[config.mk]
export PLATFORM = sky130hd
export DESIGN_NAME = gopd_emit
export DESIGN_NICKNAME = d
export VERILOG_FILES = /design/src/hw/rtl/gopd_pkg.sv /design/src/hw/rtl/gopd_emit.sv
export SDC_FILE = /design/constraint.sdc
export NUM_CORES = 2
export LEC_CHECK = 0
export BUFFER_PORTS_ARGS = -buffer_cell sky130_fd_sc_hd__buf_4
export CORE_MARGIN = 2
export CORE_UTILIZATION = 56
export DETAILED_ROUTE_END_ITERATION = 10
export HOLD_SLACK_MARGIN = 0.03
export PLACE_DENSITY_LB_ADDON = 0.25
export SLEW_MARGIN = 15
export SYNTH_ARGS = -nofsm -noshare
export SYNTH_HDL_FRONTEND = slang
export SYNTH_SLANG_ARGS = --single-unit
[constraint.sdc]
create_clock -name aclk -period 9.4 [get_ports aclk]
set_input_delay 1.41 -clock aclk [delete_from_list [all_inputs] [get_ports aclk]]
set_output_delay 1.41 -clock aclk [all_outputs]
set_load 0.05 [all_outputs]
[src/hw/rtl/gopd_pkg.sv]
package gopd_pkg;

    // Default build values for the top-level parameters.
    localparam int POS_BITS_DEF        = 17;
    localparam int SCALE_FRAC_BITS_DEF = 24;

    // Fixed field widths.
    localparam int SCALE_W = 25;
    localparam int OUT_W   = 34;
    localparam int FLAG_W  = 8;
    localparam int RAW_W   = 16;
    localparam int DELTA_W = 17;

    // A point causes at most four results.
    localparam int MAX_RES = 4;
    localparam int CNT_W   = 3;
    localparam int IDX_W   = 2;

    // Bit positions inside the point flag byte.
    localparam int FLAG_ON_CURVE = 0;
    localparam int FLAG_X_SHORT  = 1;
    localparam int FLAG_Y_SHORT  = 2;
    localparam int FLAG_X_SAME   = 4;
    localparam int FLAG_Y_SAME   = 5;

    // Drawing command codes.
    typedef enum logic [2:0] {
        CMD_MOVE  = 3'd0,
        CMD_LINE  = 3'd1,
        CMD_BEZ   = 3'd2,
        CMD_CLOSE = 3'd3,
        CMD_FIXUP = 3'd4
    } cmd_t;

    // Command list built for one point: number of results and their codes.
    typedef struct packed {
        logic [CNT_W-1:0]   count;
        cmd_t [MAX_RES-1:0] cmd;
    } job_ctl_t;

    // Decode one coordinate delta: short magnitude with sign, unchanged, or int16.
    function automatic logic signed [DELTA_W-1:0] coord_delta(
        input logic             is_short,
        input logic             is_same,
        input logic [RAW_W-1:0] raw
    );
        logic signed [DELTA_W-1:0] mag;
        logic signed [DELTA_W-1:0] res;
        mag = DELTA_W'(raw[7:0]);
        if (is_short) begin
            res = is_same ? mag : -mag;
        end else if (is_same) begin
            res = '0;
        end else begin
            res = DELTA_W'($signed(raw));
        end
        return res;
    endfunction

endpackage

[src/hw/rtl/gopd_emit.sv]
module gopd_emit #(
    parameter int POS_BITS        = gopd_pkg::POS_BITS_DEF,
    parameter int SCALE_FRAC_BITS = gopd_pkg::SCALE_FRAC_BITS_DEF
) (
    input  logic                                            aclk,
    input  logic                                            aresetn,
    input  logic                                            cfg_wr_en,
    input  logic [gopd_pkg::SCALE_W-1:0]                    cfg_wr_data,
    input  logic                                            take,
    input  gopd_pkg::job_ctl_t                              job_ctl,
    input  logic [gopd_pkg::MAX_RES-1:0][POS_BITS:0]        op_ax,
    input  logic [gopd_pkg::MAX_RES-1:0][POS_BITS:0]        op_ay,
    input  logic [gopd_pkg::MAX_RES-1:0][POS_BITS:0]        op_bx,
    input  logic [gopd_pkg::MAX_RES-1:0][POS_BITS:0]        op_by,
    output logic                                            job_ready,
    output logic                                            m_valid,
    input  logic                                            m_ready,
    output logic [2:0]                                      m_command,
    output logic signed [gopd_pkg::OUT_W-1:0]               m_p0_x,
    output logic signed [gopd_pkg::OUT_W-1:0]               m_p0_y,
    output logic signed [gopd_pkg::OUT_W-1:0]               m_p1_x,
    output logic signed [gopd_pkg::OUT_W-1:0]               m_p1_y,
    output logic                                            m_last
);
    import gopd_pkg::*;

    localparam int OP_W  = POS_BITS + 1;
    localparam int MUL_W = OP_W + SCALE_W + 1;
    localparam int EXT_W = (MUL_W > OUT_W) ? MUL_W : OUT_W;
    localparam int SHIFT = SCALE_FRAC_BITS - 15;

    logic [SCALE_W-1:0]                 scale_reg;
    logic                               job_valid_reg;
    job_ctl_t                           job_ctl_reg;
    logic [MAX_RES-1:0][OP_W-1:0]       ax_reg, ay_reg, bx_reg, by_reg;
    logic [IDX_W-1:0]                   idx_reg;

    logic                               m_valid_reg, m_last_reg;
    cmd_t                               m_cmd_reg;
    logic [OUT_W-1:0]                   p0_x_reg, p0_y_reg, p1_x_reg, p1_y_reg;

    logic                               out_load, last_entry, job_done, job_take;

    // Scale a doubled operand: floor(op * scale / 2^(frac - 15)), wrapped to OUT_W.
    function automatic logic [OUT_W-1:0] scale_op(
        input logic [OP_W-1:0]    op,
        input logic [SCALE_W-1:0] s
    );
        logic signed [MUL_W-1:0] prod;
        logic signed [EXT_W-1:0] ext;
        prod = MUL_W'($signed(op)) * $signed({1'b0, s});
        ext  = EXT_W'(prod);
        ext  = ext >>> SHIFT;
        return ext[OUT_W-1:0];
    endfunction

    // Result sequencing: one entry of the held command list per output slot.
    always_comb begin
        out_load   = job_valid_reg && (!m_valid_reg || m_ready);
        last_entry = (({1'b0, idx_reg}) + CNT_W'(1)) == job_ctl_reg.count;
        job_done   = out_load && last_entry;
        job_ready  = !job_valid_reg || job_done;
        job_take   = take && (job_ctl.count != '0);
    end

    // Scale register written from the configuration port.
    always_ff @(posedge aclk) begin
        if (!aresetn) begin
            scale_reg <= SCALE_W'(1) << SCALE_FRAC_BITS;
        end else if (cfg_wr_en) begin
            scale_reg <= cfg_wr_data;
        end
    end

    // Command list register.
    always_ff @(posedge aclk) begin
        if (!aresetn) begin
            job_valid_reg <= 1'b0;
            idx_reg       <= '0;
        end else if (job_take) begin
            job_valid_reg <= 1'b1;
            idx_reg       <= '0;
        end else if (job_done) begin
            job_valid_reg <= 1'b0;
        end else if (out_load) begin
            idx_reg <= idx_reg + IDX_W'(1);
        end
    end

    always_ff @(posedge aclk) begin
        if (job_take) begin
            job_ctl_reg <= job_ctl;
            ax_reg      <= op_ax;
            ay_reg      <= op_ay;
            bx_reg      <= op_bx;
            by_reg      <= op_by;
        end
    end

    // Output register: scaled coordinates of the current entry.
    always_ff @(posedge aclk) begin
        if (!aresetn) begin
            m_valid_reg <= 1'b0;
        end else if (out_load) begin
            m_valid_reg <= 1'b1;
        end else if (m_ready) begin
            m_valid_reg <= 1'b0;
        end
    end

    always_ff @(posedge aclk) begin
        if (out_load) begin
            m_cmd_reg  <= job_ctl_reg.cmd[idx_reg];
            m_last_reg <= last_entry;
            p0_x_reg   <= scale_op(ax_reg[idx_reg], scale_reg);
            p0_y_reg   <= scale_op(ay_reg[idx_reg], scale_reg);
            p1_x_reg   <= scale_op(bx_reg[idx_reg], scale_reg);
            p1_y_reg   <= scale_op(by_reg[idx_reg], scale_reg);
        end
    end

    assign m_valid   = m_valid_reg;
    assign m_command = m_cmd_reg;
    assign m_last    = m_last_reg;
    assign m_p0_x    = $signed(p0_x_reg);
    assign m_p0_y    = $signed(p0_y_reg);
    assign m_p1_x    = $signed(p1_x_reg);
    assign m_p1_y    = $signed(p1_y_reg);

endmodule

== Word-level counts from Yosys, hierarchy flattened ==
Cells that the tools add are included.
Storage, ports and cells
  bits in registers: 472
  input port bits: 333
Cells by class
  add/subtract/negate cells: 2
  bitwise logic cells: 2
  magnitude comparators: 1
  multipliers: 4
  multiplexer cells: 14
  reduce and logical (&&, ||, !) cells: 12
  equality and inequality tests: 1
Operators by type and width (number)
  $mul 18x26->43: 4
  $bmux 18 s2: 4
  $mux 18: 4
  $bmux 3 s2: 1
  $mux 1: 4
  $reduce_bool 2->1: 2
  $add 2x1->3 const B: 1
  $eq 3x3->1: 1
  $logic_and 1x1->1: 3
  $lt 2x3->1 const B: 1
  $mux 3: 1
  $reduce_bool 3->1: 1
  $add 2x1->2 const B: 1
  $logic_not 1->1: 2
  $logic_or 1x1->1: 2
  $not 1->1: 2
  $reduce_and 2->1: 1
  $reduce_or 2->1: 1

== Depth between registers and ports, before layout ==
  depth in word-level cells: 6
  depth in mapped cells: 30

== Worst setup path before layout ==
Ideal clock, no wire load.
  path kind: input port to flip-flop
  start point: input m_ready
  end point: register idx_reg[1]
  data required time: 9.278 ns
  stages on the path: 5
  path slack: 0.495 ns
  arrival: 8.783 ns
  cells stage by stage: nor2b_1 > nor2b_1 > nand2_1 > mux2i_1 > nor2_1
On the way
  longest elaborated chain between the ends: 5
RTL lines
  start, declared: line gopd_emit.sv:17  | input logic m_ready,
  $logic_or 1x1->1 *: line gopd_emit.sv:59  | out_load = job_valid_reg && (!m_valid_reg || m_ready);
  $logic_and 1x1->1 *: line gopd_emit.sv:59
  via out_load: line gopd_emit.sv:42  | logic out_load, last_entry, job_done, job_take;
  $logic_and 1x1->1: line gopd_emit.sv:61  | job_done = out_load && last_entry;
  $not 1->1 (no line)
  $reduce_and 2->1 (no line) *
  end signal, assigned: line gopd_emit.sv:86  | idx_reg <= idx_reg + IDX_W'(1);
  end, declared: line gopd_emit.sv:36  | logic [IDX_W-1:0] idx_reg;
The timed path passes the listed nets; every way through them passes the cells marked *.
A chain may end at the register's enable or synchronous reset.

== Final worst setup path ==
  start point: register idx_reg[0]
  end point: register p1_y_reg[33], in the netlist m_p1_y[33] (data pin)
On the way
  longest elaborated chain between the ends: 3
RTL lines
  $bmux 18 s2: line gopd_emit.sv:118  | p1_y_reg <= scale_op(by_reg[idx_reg], scale_reg);
  $mux 18 (not written as such): line gopd_emit.sv:118
  $mul 18x26->43: line gopd_emit.sv:51  | prod = MUL_W'($signed(op)) * $signed({1'b0, s});
  end signal, assigned: line gopd_emit.sv:118
  end, declared: line gopd_emit.sv:40  | logic [OUT_W-1:0] p0_x_reg, p0_y_reg, p1_x_reg, p1_y_reg;
Every way passes these cells. The select of a mux whose other input is x is not followed.

==> reports/qor.txt <==
Final hold vios = 0
Reg clk slew, reported paths = 0.06 ns
Sequential Area = 0.0139 mm2
Cts repair resizes = 0
Crit-path cells = buf_4 -> mux4_2 -> and2_1 -> fa_1 -> inv_1 -> fa_1 -> inv_1 -> fa_1 -> fa_1 -> fa_1 -> inv_1 -> fa_1 -> inv_1 -> ha_1 -> a21oi_1 -> o21ai_0 -> a32oi_1 -> o211ai_1 -> o31ai_1 -> o21ai_0 -> nand4_1 -> nand3_1 -> a21oi_1 -> xnor2_1
Top cell type's share of synthesized area = 39.8%
Syn-to-layout area delta = 9.40%
Crit-path max FO = 32
Total number of vias = 50.8k
Core Area = 0.131 mm2
Synth unique cells = 68
Ports = 475
WL/cell = 20.1 um
R2R setup slack = 0.95 ns
Crit. End Element = flop
Post-CTS Hold Buffers = 0
CP Launch Type = flop
Initial DRC count = 3290
CTS tree = yes
Yosys top cell by area = fa_1
CP Launch Point = idx_reg[0]$_SDFFE_PP0P_
Largest net degree at the start of global routing = 132
Drt total wl = 189 mm
Net Sw Frac = 51.9%
Max rail drop VDD = 448 uV
CP dominant cell by count = fa_1
Area contributors post-synth = fa_1 (40%), edfxtp_1 (18%), inv_1 (9.4%), ha_1 (9.3%), and2_1 (5.6%)
Clock skew = 0.0441 ns
# fillers = 10.9k
Hold depth = 1
Clock share of power = 8.7%
Peak Freq = 118 MHz
Hpwl dp = 147 mm
Slowest stage delay, CP = 0.85 ns
Setup CP Type = flop to flop
Die area = 0.135 mm2
Slew Viols, Final = 0
Share of layout cells above drive strength 1 = 10.3%
Gate power share = 76.4%
First-pass GRT wire length = 303 mm
Final Core Density = 61.5%
Avg Vias per Cell = 5.41
Routed Antenna Nets = 0
Vias in the first global route = 55.8k
Die span in x = 367 um
Worst path slowest cell = mux4_2
Arr. time, crit path = 8.85 ns
P_int = 12.5 mW
Minimum clock period = 8.45 ns
Leak = 38.5 nW
Primary FF master, synth = edfxtp_1
Crit path to = m_p1_y[33]$_DFFE_PP_
RSZ-0062 raised after global routing = false
Post-synth EDFFs = 443
Setup TNS = 0 ns
Sink Count = 472
#FFs+latches synth = 472
Sequential fraction of the synthesis area = 18.8%
Final nets = 9946
Sequential group share of total power = 14.9%
Port bufs = 474
Async SR Flop Fraction = 0%
Root Buffer = clkbuf_16
Postcts setup bufs = 0
Num CTS Buffers = 52
Initial antenna violation count = 4
Die H = 367 um
Warnings from Yosys = 0
Status = finished clean
CP required = 9.80 ns
Max Cap Viol = 0
Gr usage total = 29.1%
Sw Pwr = 13.5 mW
Skew-Pair Late Insertion Delay = 0.69 ns
Routability cong. = 0.897
Worst min path class = flop to flop
H-tree depth = 2
Syn avg cell area = 10.0 um2
Post-Synthesis Cells = 7375
DRT Pass-1 Iters = 6
Clock Tree Buf Depth = 3
Mapped Nets = 9725
Worst flop-to-flop path startpoint = idx_reg[0]$_SDFFE_PP0P_
Final worst path period share = 89.9%
Rows = 133
Depth of the worst register-to-register path = 24
Setup Viol. Count Final = 0
GRT overflow = 0
Post-Syn Area = 0.0738 mm2
P per Cell Area = 322 mW/mm2
Initial Util = 56.3%
Worst R2R End = m_p1_y[33]$_DFFE_PP_
DRC = 0
Rel. slew slack = 19.3%
Worst Max-Slew Pin Slew = 1.21 ns
Multi-input gate area = 0.0515 mm2
[metal layers]
layer	GRT usage (%)	wire, um	up-vias	share of wire [%]
li1	-	-	22300	-
met1	37.1	72900	26300	39
met2	49.3	92100	1921	49
met3	5.87	15800	336	8.4
met4	10.3	7790	0	4.1
met5	0	0	-	0
[worst min-delay path by stage]
stage / from / end / slack, ns
final: job_valid_reg$_SDFFE_PN0P_ / m_valid$_SDFFE_PN0P_ / 0.52
after global routing: job_valid_reg$_SDFFE_PN0P_ / m_valid$_SDFFE_PN0P_ / 0.55
after CTS: job_valid_reg$_SDFFE_PN0P_ / m_valid$_SDFFE_PN0P_ / 0.52
after detailed placement: job_valid_reg$_SDFFE_PN0P_ / m_valid$_SDFFE_PN0P_ / 0.49
after global placement: job_valid_reg$_SDFFE_PN0P_ / m_valid$_SDFFE_PN0P_ / 0.48
after floorplan: job_valid_reg$_SDFFE_PN0P_ / m_valid$_SDFFE_PN0P_ / 0.45
[cells in the final DEF (no fill, tap or decap), drive strengths merged, types with 6 or more instances in the layout]
cell	n
inv	1850
fa	1468
nand2	1097
and2	660
ha	549
buf	547
edfxtp	443
nor2	142
a21oi	106
xnor2	97
mux4	71
a21o	65
clkbuf	60
o21ai	57
xor2	46
nor2b	38
or2	32
mux2i	30
dfxtp	29
nand3	26
nand4	23
clkinv	23
nor3	20
o21a	14
a211oi	12
o21bai	11
nand2b	10
a31oi	10
bufinv	10
diode	8
and3	8
and4	8
o31ai	7
a31o	6
o211ai	6
[worst max-delay path: cells and delay by family, from the launching register on]
family	cells	cell delay, ns
flops	1	0.77
fa+ha+maj	7	3.35
mux	1	0.85
simple gates	3	0.69
xor+xnor	1	0.08
compound gates	7	1.90
buf+inv	5	0.49
[kinds of logic (layout without fill, tap and decap cells)]
| family | count (synthesis) | count (layout) | synth area share (%) |
|---|---|---|---|
| muxes | 105 | 105 | 2.64 |
| and+or+nand+nor | 2077 | 2077 | 13.4 |
| DFF | 472 | 472 | 18.8 |
| buffers and inverters | 2227 | 2491 | 11.3 |
| xor gates and xnor gates | 143 | 143 | 1.70 |
| other | 0 | 8 | 0 |
| adders and majority gates | 2017 | 2017 | 49.1 |
| AOI/OAI and AO/OA | 334 | 334 | 2.98 |
[through the flow]
stage	setup WS [ns]	cell area, um2	power (mW)	cells	hold slack, ns
after global placement	1.19	78800	23.2	9297	0.477
after CTS	0.982	80700	26.1	9394	0.520
after floorplan	0.495	73800	18.1	7375	0.448
after detailed placement	1.02	78800	23.6	9297	0.489
final	0.948	80700	26.0	9402	0.522
after global routing	0.605	80700	28.6	9398	0.548
[power by group through the flow]
stage               logic, mW  clock network (mW)  registers [mW]
global route             22.3                2.40            3.90
floorplan                13.3                   0            4.83
detailed placement       19.7                   0            3.91
finish                   19.8                2.26            3.87
global placement         19.3                   0            3.91
CTS                      19.9                2.31            3.88
[final cells by class]
type / count / area share (%)
Timing Repair Buffer: 547 / 5.23
Inverter: 1847 / 8.60
Clock buffer: 60 / 1.65
Multi-Input combinational cell: 4676 / 63.9
Tap cell: 1755 / 2.72
Antenna cell: 8 / 0.0248
Clock inverter: 37 / 0.653
Sequential cell: 472 / 17.3
[Yosys cell counts (6+ instances only)]
cell,instances
a211oi_1,9
a21o_1,65
a21oi_1,105
a31o_2,6
a31oi_1,10
and2_1,660
and3_1,8
and4_1,8
buf_1,39
clkbuf_1,339
dfxtp_1,29
edfxtp_1,443
fa_1,1468
ha_1,549
inv_1,1847
mux2i_1,30
mux4_2,71
nand2_1,1097
nand2b_1,10
nand3_1,26
nand4_1,23
nor2_1,142
nor2b_1,38
nor3_1,20
o211ai_1,6
o21a_1,14
o21ai_0,49
o21ai_1,8
o21bai_1,11
or2_2,32
xnor2_1,97
xor2_1,46
Power figures use the tool's default switching activity.
