[config.mk]
export PLATFORM = sky130hd
export DESIGN_NAME = gopd_decode
export DESIGN_NICKNAME = d
export VERILOG_FILES = /design/src/hw/rtl/gopd_pkg.sv /design/src/hw/rtl/gopd_decode.sv
export SDC_FILE = /design/constraint.sdc
export NUM_CORES = 1
export LEC_CHECK = 0
export BUFFER_PORTS_ARGS = -buffer_cell sky130_fd_sc_hd__buf_2
export CORE_ASPECT_RATIO = 0.9
export CORE_MARGIN = 2
export CORE_UTILIZATION = 35
export CTS_CLUSTER_DIAMETER = 150
export DETAILED_ROUTE_END_ITERATION = 7
export SYNTH_ARGS = -nofsm -noshare
export SYNTH_HDL_FRONTEND = slang
export SYNTH_SLANG_ARGS = --single-unit
[constraint.sdc]
create_clock -name aclk -period 18.4 [get_ports aclk]
set_clock_uncertainty 0.05 [all_clocks]
set_input_delay 3.68 -clock aclk [delete_from_list [all_inputs] [get_ports aclk]]
set_output_delay 3.68 -clock aclk [all_outputs]
set_load 0.02 [all_outputs]
[src/hw/rtl/gopd_pkg.sv]
package gopd_pkg;

    // Default build values for the top-level parameters.
    localparam int POS_BITS_DEF        = 17;
    localparam int SCALE_FRAC_BITS_DEF = 24;

    // Fixed field widths.
    localparam int SCALE_W = 25;
    localparam int OUT_W   = 34;
    localparam int FLAG_W  = 8;
    localparam int RAW_W   = 16;
    localparam int DELTA_W = 17;

    // A point causes at most four results.
    localparam int MAX_RES = 4;
    localparam int CNT_W   = 3;
    localparam int IDX_W   = 2;

    // Bit positions inside the point flag byte.
    localparam int FLAG_ON_CURVE = 0;
    localparam int FLAG_X_SHORT  = 1;
    localparam int FLAG_Y_SHORT  = 2;
    localparam int FLAG_X_SAME   = 4;
    localparam int FLAG_Y_SAME   = 5;

    // Drawing command codes.
    typedef enum logic [2:0] {
        CMD_MOVE  = 3'd0,
        CMD_LINE  = 3'd1,
        CMD_BEZ   = 3'd2,
        CMD_CLOSE = 3'd3,
        CMD_FIXUP = 3'd4
    } cmd_t;

    // Command list built for one point: number of results and their codes.
    typedef struct packed {
        logic [CNT_W-1:0]   count;
        cmd_t [MAX_RES-1:0] cmd;
    } job_ctl_t;

    // Decode one coordinate delta: short magnitude with sign, unchanged, or int16.
    function automatic logic signed [DELTA_W-1:0] coord_delta(
        input logic             is_short,
        input logic             is_same,
        input logic [RAW_W-1:0] raw
    );
        logic signed [DELTA_W-1:0] mag;
        logic signed [DELTA_W-1:0] res;
        mag = DELTA_W'(raw[7:0]);
        if (is_short) begin
            res = is_same ? mag : -mag;
        end else if (is_same) begin
            res = '0;
        end else begin
            res = DELTA_W'($signed(raw));
        end
        return res;
    endfunction

endpackage

[src/hw/rtl/gopd_decode.sv]
module gopd_decode #(
    parameter int POS_BITS = gopd_pkg::POS_BITS_DEF
) (
    input  logic                                            aclk,
    input  logic                                            aresetn,
    input  logic                                            take,
    input  logic                                            glyph_start,
    input  logic [gopd_pkg::FLAG_W-1:0]                     flag,
    input  logic [gopd_pkg::RAW_W-1:0]                      x_raw,
    input  logic [gopd_pkg::RAW_W-1:0]                      y_raw,
    input  logic                                            contour_end,
    output gopd_pkg::job_ctl_t                              job_ctl,
    output logic [gopd_pkg::MAX_RES-1:0][POS_BITS:0]        op_ax,
    output logic [gopd_pkg::MAX_RES-1:0][POS_BITS:0]        op_ay,
    output logic [gopd_pkg::MAX_RES-1:0][POS_BITS:0]        op_bx,
    output logic [gopd_pkg::MAX_RES-1:0][POS_BITS:0]        op_by
);
    import gopd_pkg::*;

    // Operands carry twice the position, so a midpoint sum needs no extra shift.
    localparam int OP_W = POS_BITS + 1;

    logic signed [POS_BITS-1:0] pos_x_reg, pos_y_reg;
    logic signed [POS_BITS-1:0] first_x_reg, first_y_reg;
    logic                       prev_on_reg, pending_reg, start_off_reg;

    logic signed [DELTA_W-1:0]  dx, dy;
    logic signed [POS_BITS-1:0] base_x, base_y, new_x, new_y, first_x, first_y;
    logic                       on, opening, start_off;
    logic [OP_W-1:0]            mid_x, mid_y;

    logic                       r1_v;
    cmd_t                       r1_cmd;
    logic [OP_W-1:0]            r1_ax, r1_ay, r1_bx, r1_by;
    logic                       fx_v, cb_v;
    logic [OP_W-1:0]            fx_ax, fx_ay, cb_bx, cb_by;
    logic [CNT_W-1:0]           n;

    function automatic logic [OP_W-1:0] dbl(input logic signed [POS_BITS-1:0] p);
        return {p, 1'b0};
    endfunction

    function automatic logic [OP_W-1:0] add2(
        input logic signed [POS_BITS-1:0] a,
        input logic signed [POS_BITS-1:0] b
    );
        return OP_W'(a) + OP_W'(b);
    endfunction

    // New position and the contour context this point sees.
    always_comb begin
        on        = flag[FLAG_ON_CURVE];
        opening   = glyph_start | pending_reg;
        base_x    = glyph_start ? '0 : pos_x_reg;
        base_y    = glyph_start ? '0 : pos_y_reg;
        dx        = coord_delta(flag[FLAG_X_SHORT], flag[FLAG_X_SAME], x_raw);
        dy        = coord_delta(flag[FLAG_Y_SHORT], flag[FLAG_Y_SAME], y_raw);
        new_x     = base_x + POS_BITS'(dx);
        new_y     = base_y + POS_BITS'(dy);
        first_x   = opening ? new_x : first_x_reg;
        first_y   = opening ? new_y : first_y_reg;
        start_off = opening ? !on : start_off_reg;
        mid_x     = add2(new_x, first_x);
        mid_y     = add2(new_y, first_y);
    end

    // Candidate results: the point's own command, then the contour closing ones.
    always_comb begin
        r1_v   = 1'b1;
        r1_cmd = CMD_MOVE;
        r1_ax  = dbl(new_x);
        r1_ay  = dbl(new_y);
        r1_bx  = '0;
        r1_by  = '0;
        if (opening) begin
            r1_cmd = CMD_MOVE;
        end else if (on && prev_on_reg) begin
            r1_cmd = CMD_LINE;
        end else if (on) begin
            r1_cmd = CMD_BEZ;
            r1_ax  = dbl(base_x);
            r1_ay  = dbl(base_y);
            r1_bx  = dbl(new_x);
            r1_by  = dbl(new_y);
        end else if (!prev_on_reg) begin
            r1_cmd = CMD_BEZ;
            r1_ax  = dbl(base_x);
            r1_ay  = dbl(base_y);
            r1_bx  = add2(base_x, new_x);
            r1_by  = add2(base_y, new_y);
        end else begin
            r1_v = 1'b0;
        end

        fx_v  = contour_end & start_off;
        fx_ax = on ? dbl(new_x) : mid_x;
        fx_ay = on ? dbl(new_y) : mid_y;
        cb_v  = contour_end & !on;
        cb_bx = start_off ? mid_x : dbl(first_x);
        cb_by = start_off ? mid_y : dbl(first_y);
    end

    // Pack the candidates into consecutive slots.
    always_comb begin
        n             = '0;
        job_ctl.count = '0;
        for (int i = 0; i < MAX_RES; i++) begin
            job_ctl.cmd[i] = CMD_CLOSE;
        end
        op_ax   = '0;
        op_ay   = '0;
        op_bx   = '0;
        op_by   = '0;
        if (r1_v) begin
            job_ctl.cmd[n[IDX_W-1:0]] = r1_cmd;
            op_ax[n[IDX_W-1:0]]       = r1_ax;
            op_ay[n[IDX_W-1:0]]       = r1_ay;
            op_bx[n[IDX_W-1:0]]       = r1_bx;
            op_by[n[IDX_W-1:0]]       = r1_by;
            n = n + CNT_W'(1);
        end
        if (fx_v) begin
            job_ctl.cmd[n[IDX_W-1:0]] = CMD_FIXUP;
            op_ax[n[IDX_W-1:0]]       = fx_ax;
            op_ay[n[IDX_W-1:0]]       = fx_ay;
            n = n + CNT_W'(1);
        end
        if (cb_v) begin
            job_ctl.cmd[n[IDX_W-1:0]] = CMD_BEZ;
            op_ax[n[IDX_W-1:0]]       = dbl(new_x);
            op_ay[n[IDX_W-1:0]]       = dbl(new_y);
            op_bx[n[IDX_W-1:0]]       = cb_bx;
            op_by[n[IDX_W-1:0]]       = cb_by;
            n = n + CNT_W'(1);
        end
        if (contour_end) begin
            job_ctl.cmd[n[IDX_W-1:0]] = CMD_CLOSE;
            n = n + CNT_W'(1);
        end
        job_ctl.count = n;
    end

    // Outline state advances once per accepted point.
    always_ff @(posedge aclk) begin
        if (!aresetn) begin
            pos_x_reg     <= '0;
            pos_y_reg     <= '0;
            first_x_reg   <= '0;
            first_y_reg   <= '0;
            prev_on_reg   <= 1'b1;
            pending_reg   <= 1'b1;
            start_off_reg <= 1'b0;
        end else if (take) begin
            pos_x_reg     <= new_x;
            pos_y_reg     <= new_y;
            first_x_reg   <= first_x;
            first_y_reg   <= first_y;
            prev_on_reg   <= on;
            pending_reg   <= contour_end;
            start_off_reg <= start_off;
        end
    end

endmodule

**Yosys cells after proc, flatten, opt, wreduce, memory -nomap -nowiden**

Index checks and enable logic that the tools add are counted.
Widths: inputs -> output; s select.

- Logic and storage cells: 114
- Register bits after elaboration: 71
- Input port bits: 45

- Bitwise gates (word level): 12
- Add/subtract/negate cells: 11
- Reduce and logical (&&, ||, !) cells: 5
- $lt $le $gt $ge: 6
- Multiplexer cells: 73

Operator list:

| operator | number |
|---|---|
| $mux 18 | 26 |
| $bwmux 72 | 6 |
| $mux 72 | 6 |
| $mux 17 | 10 |
| $add 17x17->18 | 4 |
| $demux 18 s2 | 2 |
| $mux 12 | 3 |
| $add 17x17->17 | 2 |
| $neg 8->17 | 2 |
| $mux 3 | 7 |
| $demux 3 s2 | 3 |
| $and 8x8->8 | 2 |
| $not 8->8 | 2 |
| $add 3x1->3 const B | 3 |
| $lt 2x3->1 const B | 3 |
| $mux 2 | 4 |
| $or 8x8->8 | 1 |
| $ge 2x1->1 const B | 3 |
| $mux 1 | 6 |
| $and 4x4->4 | 1 |
| $logic_and 1x1->1 | 4 |
| $not 4->4 | 1 |
| $or 1x4->4 | 1 |
| $or 4x4->4 | 1 |
| 3 further kinds | 4 |

**Logic depth before layout (Yosys ltp)**

Gate-level depths: netlist of the first run.

- Depth in word-level cells: 16
- Mapped depth: 26

**Worst setup path after synthesis of the first run**

No wires, ideal clock.

- Path kind: input-to-output
- Start point: input flag[4] (netlist bit)
- End point: output op_bx[15] (netlist bit)
- Data arrival time: 9053 ps
- Path buffers: 1
- Slack: 5617 ps
- Stages: 23
- Cell sequence: clkbuf_1 > inv_1 > o21ai_0 > inv_1 > ha_1 > fa_1 > a211oi_1 > o21bai_1 > a21oi_1 > o21bai_1 > a21oi_1 > xor2_1 > o21ai_0 > ha_1 > a21o_1 > a21o_1 > a2111oi_2 > nor4b_2 > a311o_2 > xor2_2 > mux2i_1 > a221o_1 > o221ai_1

RTL lines:

| element | line | text |
|---|---|---|
| from (decl) | gopd_decode.sv:8 | `input logic [gopd_pkg::FLAG_W-1:0] flag,` |
| to (decl) | gopd_decode.sv:15 | `output logic [gopd_pkg::MAX_RES-1:0][POS_BITS:0] op_bx,` |

==> key figures, run 1 <==
Logic synthesis
  – Ys flop type: dfxtp_1
  – Number of synthesized flops with an enable pin: 0
  – Seq/Total Area, Yosys: 12.2%
  – Synthesized-area fraction occupied by adder cells: 13.3%
  – Most common cell in the netlist: nor2_1
  – Synth Cell Area: 11700 µm²
  – Synth Warn #: 0
  – Yosys reg bits: 71
  – Post-Synth Simple-Gate Area: 24.8%
  – Post-synthesis compound-gate area fraction: 31.4%
  – Xor/xnor share of the synthesized area: 6.28%
  – Syn Inst Count: 1751
  – Largest family of logic cells by synthesized area: compound AO/OA/AOI/OAI gates
  – Mux cell area share after synthesis: 4.82%
  – Synth top area share: 12.2%
  – Synth area leaders: dfxtp_1 (12%), ha_1 (12%), nor2_1 (11%), a21oi_1 (5.9%), o21ai_0 (5.5%)
  – Synth cell types: 90
  – Synth area leader: dfxtp_1
  – Synth top cells by count: nor2_1 (340), nand2_1 (144), a21oi_1 (138)
  – Ys async rst share: 0%
  – Avg Cell Area, Syn: 6.67 µm²

STA
  – Unrepaired setup endpoints after global routing: false
  – Min Tclk post-route: 14320 ps
  – Final Hold Viols: 0
  – Worst-Margin Slew: 1240 ps
  – Setup violators final: 0
  – Fin. max-slew vios: 0
  – Period utilization: 77.8%
  – Rel. slew slack: 16.9%
  – Achievable Freq: 69.8 MHz
  – TNS Setup: 0 ps

Pwr
  – P_sw: 0.000532 W
  – Clock power share: 20.2%
  – Switching part of the total power: 50.4%
  – P per Cell Area: 75.7 nW/µm²
  – PnR Total Power: 0.00106 W
  – Combinational share of power: 63.1%
  – Sequential Power Share: 16.7%
  – VDD IR-drop max: 0.0481 mV
  – Pint: 0.000524 W
  – Leak Pwr: 7.07 nW

Detailed routing
  – Final antenna-violating net count: 0
  – DR WL/cell: 21.4 µm
  – Vias/cell: 5.77
  – Total number of vias: 14100
  – DR pass1 iterations: 6
  – 1st-iter DRT viols: 1233
  – Met1 wire length: 24.0 mm
  – Wire length on met2: 22.8 mm
  – Metal3 WL: 3.70 mm
  – Routed WL: 52.3 mm
  – Drt drc: 0
  – DR top layer: met4

Floorplan
  – Die height: 177 µm
  – Die width: 197 µm
  – Core Area: 32900 µm²
  – Full die area: 34900 µm²
  – Cell Rows: 63
  – Starting Density: 35.5%
  – IO Count: 348

GRT
  – Vias in the first global route: 12800
  – Largest net degree at the start of global routing: 58
  – Overflow after GRT: 0
  – GR Util All Layers: 28.5%
  – Initial antenna violation count: 0
  – First-pass GRT wire length: 76.3 mm

Critical path
  – RR Endpoint: first_y_reg[14]
  – Critical path launch point type: input pin
  – Beginning of the worst register-to-register path: pos_y_reg[0]
  – Critical Path Source: flag[4]
  – WS Path Type: input pin to output pin
  – Crit Path Max Fanout: 19
  – Crit path capture type: output pin
  – Crit path required time: 14670 ps
  – Worst reg2reg path depth: 12
  – Worst setup path end: op_bx[17]
  – Reg2reg setup slack: 14500 ps
  – Data arrival, critical path: 10590 ps

Placement
  – Detail Placement HPWL: 38.3 mm
  – Port Buf Inserts: 336
  – Gp weighted congestion: 0.941

Clocking
  – # H-tree levels: 3
  – Setup Buffers After CTS: 0
  – CTS resizes: 0
  – Clk root buf: clkbuf_16
  – Worst-path clk slew: 60 ps
  – Clk sinks: 71
  – Cts bufs inserted: 9
  – CTS tree: built
  – CTS Hold Bufs: 0
  – Clock latency on the worst-skew pair: 350 ps
  – Clk buf depth: 2

Outcome
  – Status: completed

Min path
  – Worst min-delay path category: flop to flop

Cells and area
  – # diodes: 0
  – Layout Nets: 2181
  – Layout cells sized above 1: 21.1%
  – Area grow syn2layout: 19.5%

Flow run
  – Max-cap check violation count: 0
[placed cells by master, fill, tap and decap left out, types with 20 or more instances in the layout]
cell type,count
nor3_1,29
nor2b_1,47
a21oi_1,136
inv_1,86
o22ai_1,56
buf_2,335
mux2i_1,54
ha_1,113
xnor2_1,39
o21ai_0,128
buf_4,21
xor2_1,36
o221ai_1,20
a211oi_1,36
nand3_1,22
a21o_1,33
nor2_1,337
dfxtp_1,71
o21a_1,29
nand2_1,141
[metal layers]
layer | up-vias | GRT usage, %
li1 | 6755 | -
met1 | 6624 | 40.0
met2 | 634 | 45.0
met3 | 92 | 3.50
met4 | 0 | 10.2
met5 | - | 0
[layout make-up]
type,instances,area (µm²)
Multi-Input combinational cell,1487,9490
Sequential cell,71,1420
Clock inverter,3,90.1
Timing Repair Buffer,356,1830
Tap cell,422,528
Fill cell,3490,19000
Clock buffer,13,250
Inverter,91,342
[critical path, stage by stage]
cell       delay [ps]
buf_2             280
inv_1             190
o21ai_0           480
inv_1             100
ha_1              260
fa_1              490
a211oi_1          430
o21bai_1          130
a21oi_1           240
o21bai_1           90
a21oi_1           210
xor2_1            740
o21ai_0           230
ha_1              430
nand3_1           100
a211oi_1          400
a2111oi_2         160
nor4b_2           400
nor2_1            130
o21ai_0           540
o21ai_0           220
a21oi_1           320
o21ai_0           150
buf_2             200
[per-stage QoR]
stage / cell area (µm²) / hold slack (ps) / utilization (%) / cells / setup slack (ps)
after floorplan: 11700 / 404 / - / 1757 / 5620
after global placement: 13600 / 418 / 41.3 / 2427 / 4410
after detailed placement: 13600 / 429 / 41.3 / 2427 / 4350
after CTS: 14000 / 437 / 42.4 / 2443 / 4290
after global routing: 14000 / 464 / 42.4 / 2443 / 3610
final: 14000 / 433 / 42.4 / 2443 / 4080
[cells by family after synthesis]
group / after synthesis
AO/OA/AOI/OAI: 567
XOR/XNOR: 79
adder cells (fa/ha/maj): 120
buffers and inverters: 199
flip-flops: 71
multiplexers: 56
other: 2
AND/OR/NAND/NOR: 657
[how the worst min path moves through the flow]
stage,from,end,cells past startpoint
2_1_floorplan,first_x_reg[8],first_x_reg[8],2
3_3_place_gp,first_x_reg[8],first_x_reg[8],2
3_5_place_dp,first_x_reg[4],first_x_reg[4],2
4_1_cts,first_x_reg[4],first_x_reg[4],2
5_1_grt,pos_x_reg[7],pos_x_reg[7],2
6_report,first_x_reg[4],first_x_reg[4],2
[power groups by stage]
stage          Sequential [W]  Clock (W)  Combinational [W]
2_1_floorplan        0.000177          0           0.000466
3_3_place_gp         0.000179          0           0.000642
3_5_place_dp         0.000180          0           0.000650
4_1_cts              0.000176   0.000216           0.000654
5_1_grt              0.000178   0.000220           0.000722
6_report             0.000177   0.000213           0.000666
Power figures use the tool's default switching activity.
==> run 2, diff against run 1 <==
- clock period: 18.4 -> 13.9 ns (I/O delays scaled with it)
==> key figures, run 2 (synthesis results as in run 1) <==
Detailed routing
  – 1st-iter DRT viols: 1215
  – Final antenna-violating net count: 0
  – Total number of vias: 14000
  – Vias/cell: 5.74
  – Drt drc: 0
  – Routed WL: 52.1 mm
  – DR pass1 iterations: 6
  – DR WL/cell: 21.3 µm

GRT
  – First-pass GRT wire length: 76.5 mm
  – Vias in the first global route: 12700
  – Initial antenna violation count: 1
  – Overflow after GRT: 0
  – GR Util All Layers: 28.6%
  – Largest net degree at the start of global routing: 71

Placement
  – Placed cell areas: 13600 µm²
  – Detail Placement HPWL: 38.4 mm
  – Gp weighted congestion: 0.938
  – Port Buf Inserts: 336
  – Placed insts: 2428

Critical path
  – Critical path launch point type: input pin
  – Crit path required time: 11070 ps
  – Crit path capture type: output pin
  – Crit Path Max Fanout: 37
  – Crit path largest cell delay: 790 ps
  – CP max-delay cell: buf_2
  – Data arrival, critical path: 9510 ps
  – WS Path Type: input pin to output pin
  – Ordered list of cells on the worst path: buf_2 -> nor2b_1 -> ha_1 -> fa_1 -> a211oi_1 -> o21bai_1 -> a21oi_1 -> o21bai_1 -> a21oi_1 -> xor2_1 -> o21ai_0 -> ha_1 -> a21o_1 -> a21o_1 -> a2111oi_2 -> nor4b_2 -> a311o_2 -> xor2_2 -> mux2i_1 -> a221o_1 -> o221ai_1 -> buf_2

STA
  – Worst hold slack: 434 ps
  – Fin. max-slew vios: 0
  – Min Tclk post-route: 12340 ps
  – Final Hold Viols: 0
  – TNS Setup: 0 ps
  – Rel. slew slack: 20.3%
  – Setup violators final: 0
  – Worst-Margin Slew: 1190 ps
  – Unrepaired setup endpoints after global routing: false
  – Period utilization: 88.8%
  – Achievable Freq: 81.0 MHz

Cells and area
  – Commonest non-fill, non-tap cell in the layout: nor2_1
  – Multi-input gate area: 9490 µm²
  – Most frequent cells in the layout: nor2_1 (337), buf_2 (335), nand2_1 (141)
  – Post-Layout Cell Count: 2444
  – Area grow syn2layout: 19.4%
  – # diodes: 0
  – FF+latch area: 1420 µm²
  – Layout Nets: 2182
  – Design Area, Final: 14000 µm²
  – Fillers: 3523
  – Layout cells sized above 1: 21.2%

Floorplan
  – Die width: 197 µm
  – Core Area: 32900 µm²
  – IO Count: 348
  – Cell Rows: 63
  – Starting Density: 35.5%
  – Full die area: 34900 µm²
  – Die height: 177 µm

Clocking
  – Cts bufs inserted: 9
  – Clk buf depth: 2
  – CTS tree: built
  – CTS resizes: 0
  – CTS Hold Bufs: 0
  – Setup Buffers After CTS: 0
  – Worst-path clk slew: 60 ps
  – Clk root buf: clkbuf_16
  – Clk sinks: 71
  – Clock latency on the worst-skew pair: 360 ps
  – # H-tree levels: 3

Pwr
  – Leak Pwr: 7.07 nW
  – P per Cell Area: 99.3 nW/µm²
  – PnR Total Power: 0.00139 W
  – VDD IR-drop max: 0.0641 mV

Min path
  – Worst min-delay path category: flop to flop

Outcome
  – Status: completed

Flow run
  – Max-cap check violation count: 0
[run 2: layer usage]
metal  track usage [%]  share of wire, %  up-vias
met4              9.87               2.9        0
met1              39.8                46     6534
met5                 0                 0        -
li1                  -                 -     6771
met2              45.5                44      646
met3              3.76               7.3       74
[run 2: layout make-up]
type / count / area share [%]
inverter: 91 / 2.45
tap: 422 / 3.78
sequential: 71 / 10.2
multi-input combinational: 1487 / 68.0
clock buffer: 13 / 1.87
timing repair buffer: 357 / 13.2
clock inverter: 3 / 0.466
[run 2: final timing paths]
check,start,end,slack [ps],cells past startpoint
setup reg to reg,pos_y_reg[0],first_y_reg[14],9920,12
hold / removal,first_x_reg[1],first_x_reg[1],430,2
setup / recovery,glyph_start,op_bx[15],1560,22
hold reg to reg,first_x_reg[1],first_x_reg[1],430,2
[run 2: critical path: cells and delay by family]
kind / cells / cell delay [ps]
AO/OA/AOI/OAI: 12 / 3140
adder cells (fa/ha/maj): 3 / 1210
buffers and inverters: 2 / 1010
XOR/XNOR: 2 / 930
AND/OR/NAND/NOR: 2 / 280
multiplexers: 1 / 120
[run 2: stage by stage]
stage / worst slack (ps) / utilization (%)
after floorplan: 2920 / -
after global placement: 1760 / 41.4
after detailed placement: 1730 / 41.4
after CTS: 1680 / 42.3
after global routing: 1030 / 42.3
final: 1560 / 42.3
[run 2: where the power goes]
part	total (W)	switching, W	internal, W	leakage [nW]
clock	0.000276	0.000108	0.000167	0.160
combinational	0.000876	0.000585	0.000291	6.33
sequential	0.000234	0.0000128	0.000221	0.585
total	0.00139	0.000706	0.000680	7.07
==> run 3, diff against run 2 <==
- GPL_TIMING_DRIVEN: not set -> 0
==> key figures, run 3 (synthesis results as in run 1) <==
Outcome
  – Status: completed

Clocking
  – Setup Buffers After CTS: 0
  – CTS tree: built
  – Clk sinks: 71
  – CTS Hold Bufs: 0
  – Clock latency on the worst-skew pair: 360 ps
  – Worst-path clk slew: 70 ps
  – Cts bufs inserted: 9
  – Clk buf depth: 2
  – Clk root buf: clkbuf_16
  – CTS resizes: 0
  – # H-tree levels: 3

Detailed routing
  – Vias/cell: 6.05
  – Routed WL: 62.4 mm
  – 1st-iter DRT viols: 1876
  – DR WL/cell: 24.7 µm
  – Total number of vias: 15300
  – Final antenna-violating net count: 0
  – Drt drc: 0
  – DR pass1 iterations: 5

Critical path
  – CP bufs+invs: 3
  – Crit path required time: 11070 ps
  – Crit path largest cell delay: 740 ps
  – Data arrival, critical path: 9990 ps
  – Beginning of the worst register-to-register path: pos_y_reg[0]
  – CP max-delay cell: xor2_1
  – Crit Path Max Fanout: 10
  – Crit path capture type: output pin
  – CP top delay family: compound AO/OA/AOI/OAI gates
  – WS Path Type: input pin to output pin
  – Ordered list of cells on the worst path: clkbuf_2 -> clkbuf_1 -> nor2b_1 -> ha_1 -> fa_1 -> a211oi_1 -> o21bai_1 -> a21oi_1 -> o21bai_1 -> a21oi_1 -> xor2_1 -> o21ai_0 -> ha_1 -> nand3_1 -> a211oi_1 -> a2111oi_2 -> nor4b_2 -> a311o_2 -> xor2_2 -> mux2i_1 -> a221o_1 -> o221ai_1 -> buf_2
  – Critical path launch point type: input pin
  – Critical Path Source: glyph_start

Pwr
  – VDD IR-drop max: 0.0574 mV
  – P per Cell Area: 99.9 nW/µm²
  – Leak Pwr: 7.14 nW

STA
  – Final Hold Viols: 0
  – Rel. slew slack: 12.9%
  – Min Tclk post-route: 12820 ps
  – Period utilization: 92.2%
  – Achievable Freq: 78.0 MHz
  – Unrepaired setup endpoints after global routing: false
  – Setup violators final: 0
  – Worst-Margin Slew: 1300 ps
  – Fin. max-slew vios: 0
  – Worst hold slack: 439 ps
  – TNS Setup: 0 ps

Cells and area
  – Most frequent cells in the layout: nor2_1 (340), buf_2 (331), nand2_1 (144)
  – Area grow syn2layout: 21.7%
  – Finished Core Util: 43.2%
  – Layout Nets: 2264
  – Commonest non-fill, non-tap cell in the layout: nor2_1
  – Layout cells sized above 1: 19.6%

GRT
  – Largest net degree at the start of global routing: 13
  – Overflow after GRT: 0
  – First-pass GRT wire length: 88.7 mm
  – Initial antenna violation count: 3
  – Vias in the first global route: 13700
  – GR Util All Layers: 34.3%

Floorplan
  – Full die area: 34900 µm²
  – Cell Rows: 63
  – Starting Density: 35.5%
  – Die width: 197 µm
  – Die height: 177 µm
  – IO Count: 348
  – Core Area: 32900 µm²

Min path
  – HP Start: first_y_reg[1]
  – Worst min-delay path category: flop to flop

Placement
  – Gp weighted congestion: 1.00
  – Detail Placement HPWL: 48.7 mm
  – Port Buf Inserts: 330

Flow run
  – Max-cap check violation count: 0
-- run 3: cell types whose count changed in the layout (fill, tap and decap cells not counted), sizes merged --
cell      change
clkinv        +3
clkbuf       +83
buf           -5
clkinvlp      +1
diode         +2
-- run 3: final timing paths --
kind | to | slack [ps] | depth (start not counted)
max | op_bx[15] | 1080 | 23
min | first_y_reg[1] | 440 | 2
max reg2reg | first_y_reg[14] | 9830 | 12
min reg2reg | first_y_reg[1] | 440 | 2
-- run 3: cell type report --
cell class	count	area [µm²]
Clock buffer	9	225
Inverter	91	342
Sequential cell	71	1420
Tap cell	422	528
Clock inverter	7	87.6
Antenna cell	2	5.00
Fill cell	3595	18700
Timing Repair Buffer	331	1660
Multi-Input combinational cell	1487	9450
Buffer	108	500
-- run 3: through the flow --
stage | setup WS [ps] | instances | instance area, µm² | power (W)
after detailed placement | 1390 | 2510 | 13900 | 0.00113
after global routing | 713 | 2526 | 14200 | 0.00149
after floorplan | 2920 | 1757 | 11700 | 0.000850
final | 1080 | 2528 | 14200 | 0.00142
after global placement | 1370 | 2509 | 13900 | 0.00112
after CTS | 1350 | 2526 | 14200 | 0.00139
-- run 3: report_power, final --
part / internal [W] / switching (W)
sequential: 0.000221 / 0.0000132
clock: 0.000156 / 0.000105
combinational: 0.000295 / 0.000629
-- run 3: worst reg2reg max path, stage by stage, from the launching register on --
cell and delay, ps:
dfxtp_1 320, nor2b_1 170, ha_1 340, fa_1 480, a21o_1 200, a221oi_2 350
o21ai_2 150, a31oi_1 360, a21oi_1 200, xnor2_1 800, a21oi_1 250, mux2i_1 200
nor2_1 60
-- run 3: metal layers --
layer  vias to the layer above  global-route usage, %  routed length (µm)
met2                       920                   52.2               26500
li1                       6954                      -                   -
met3                       139                   8.17                6640
met5                         -                      0                  13
met1                      7280                   47.3               27000
met4                         2                   11.7                2240
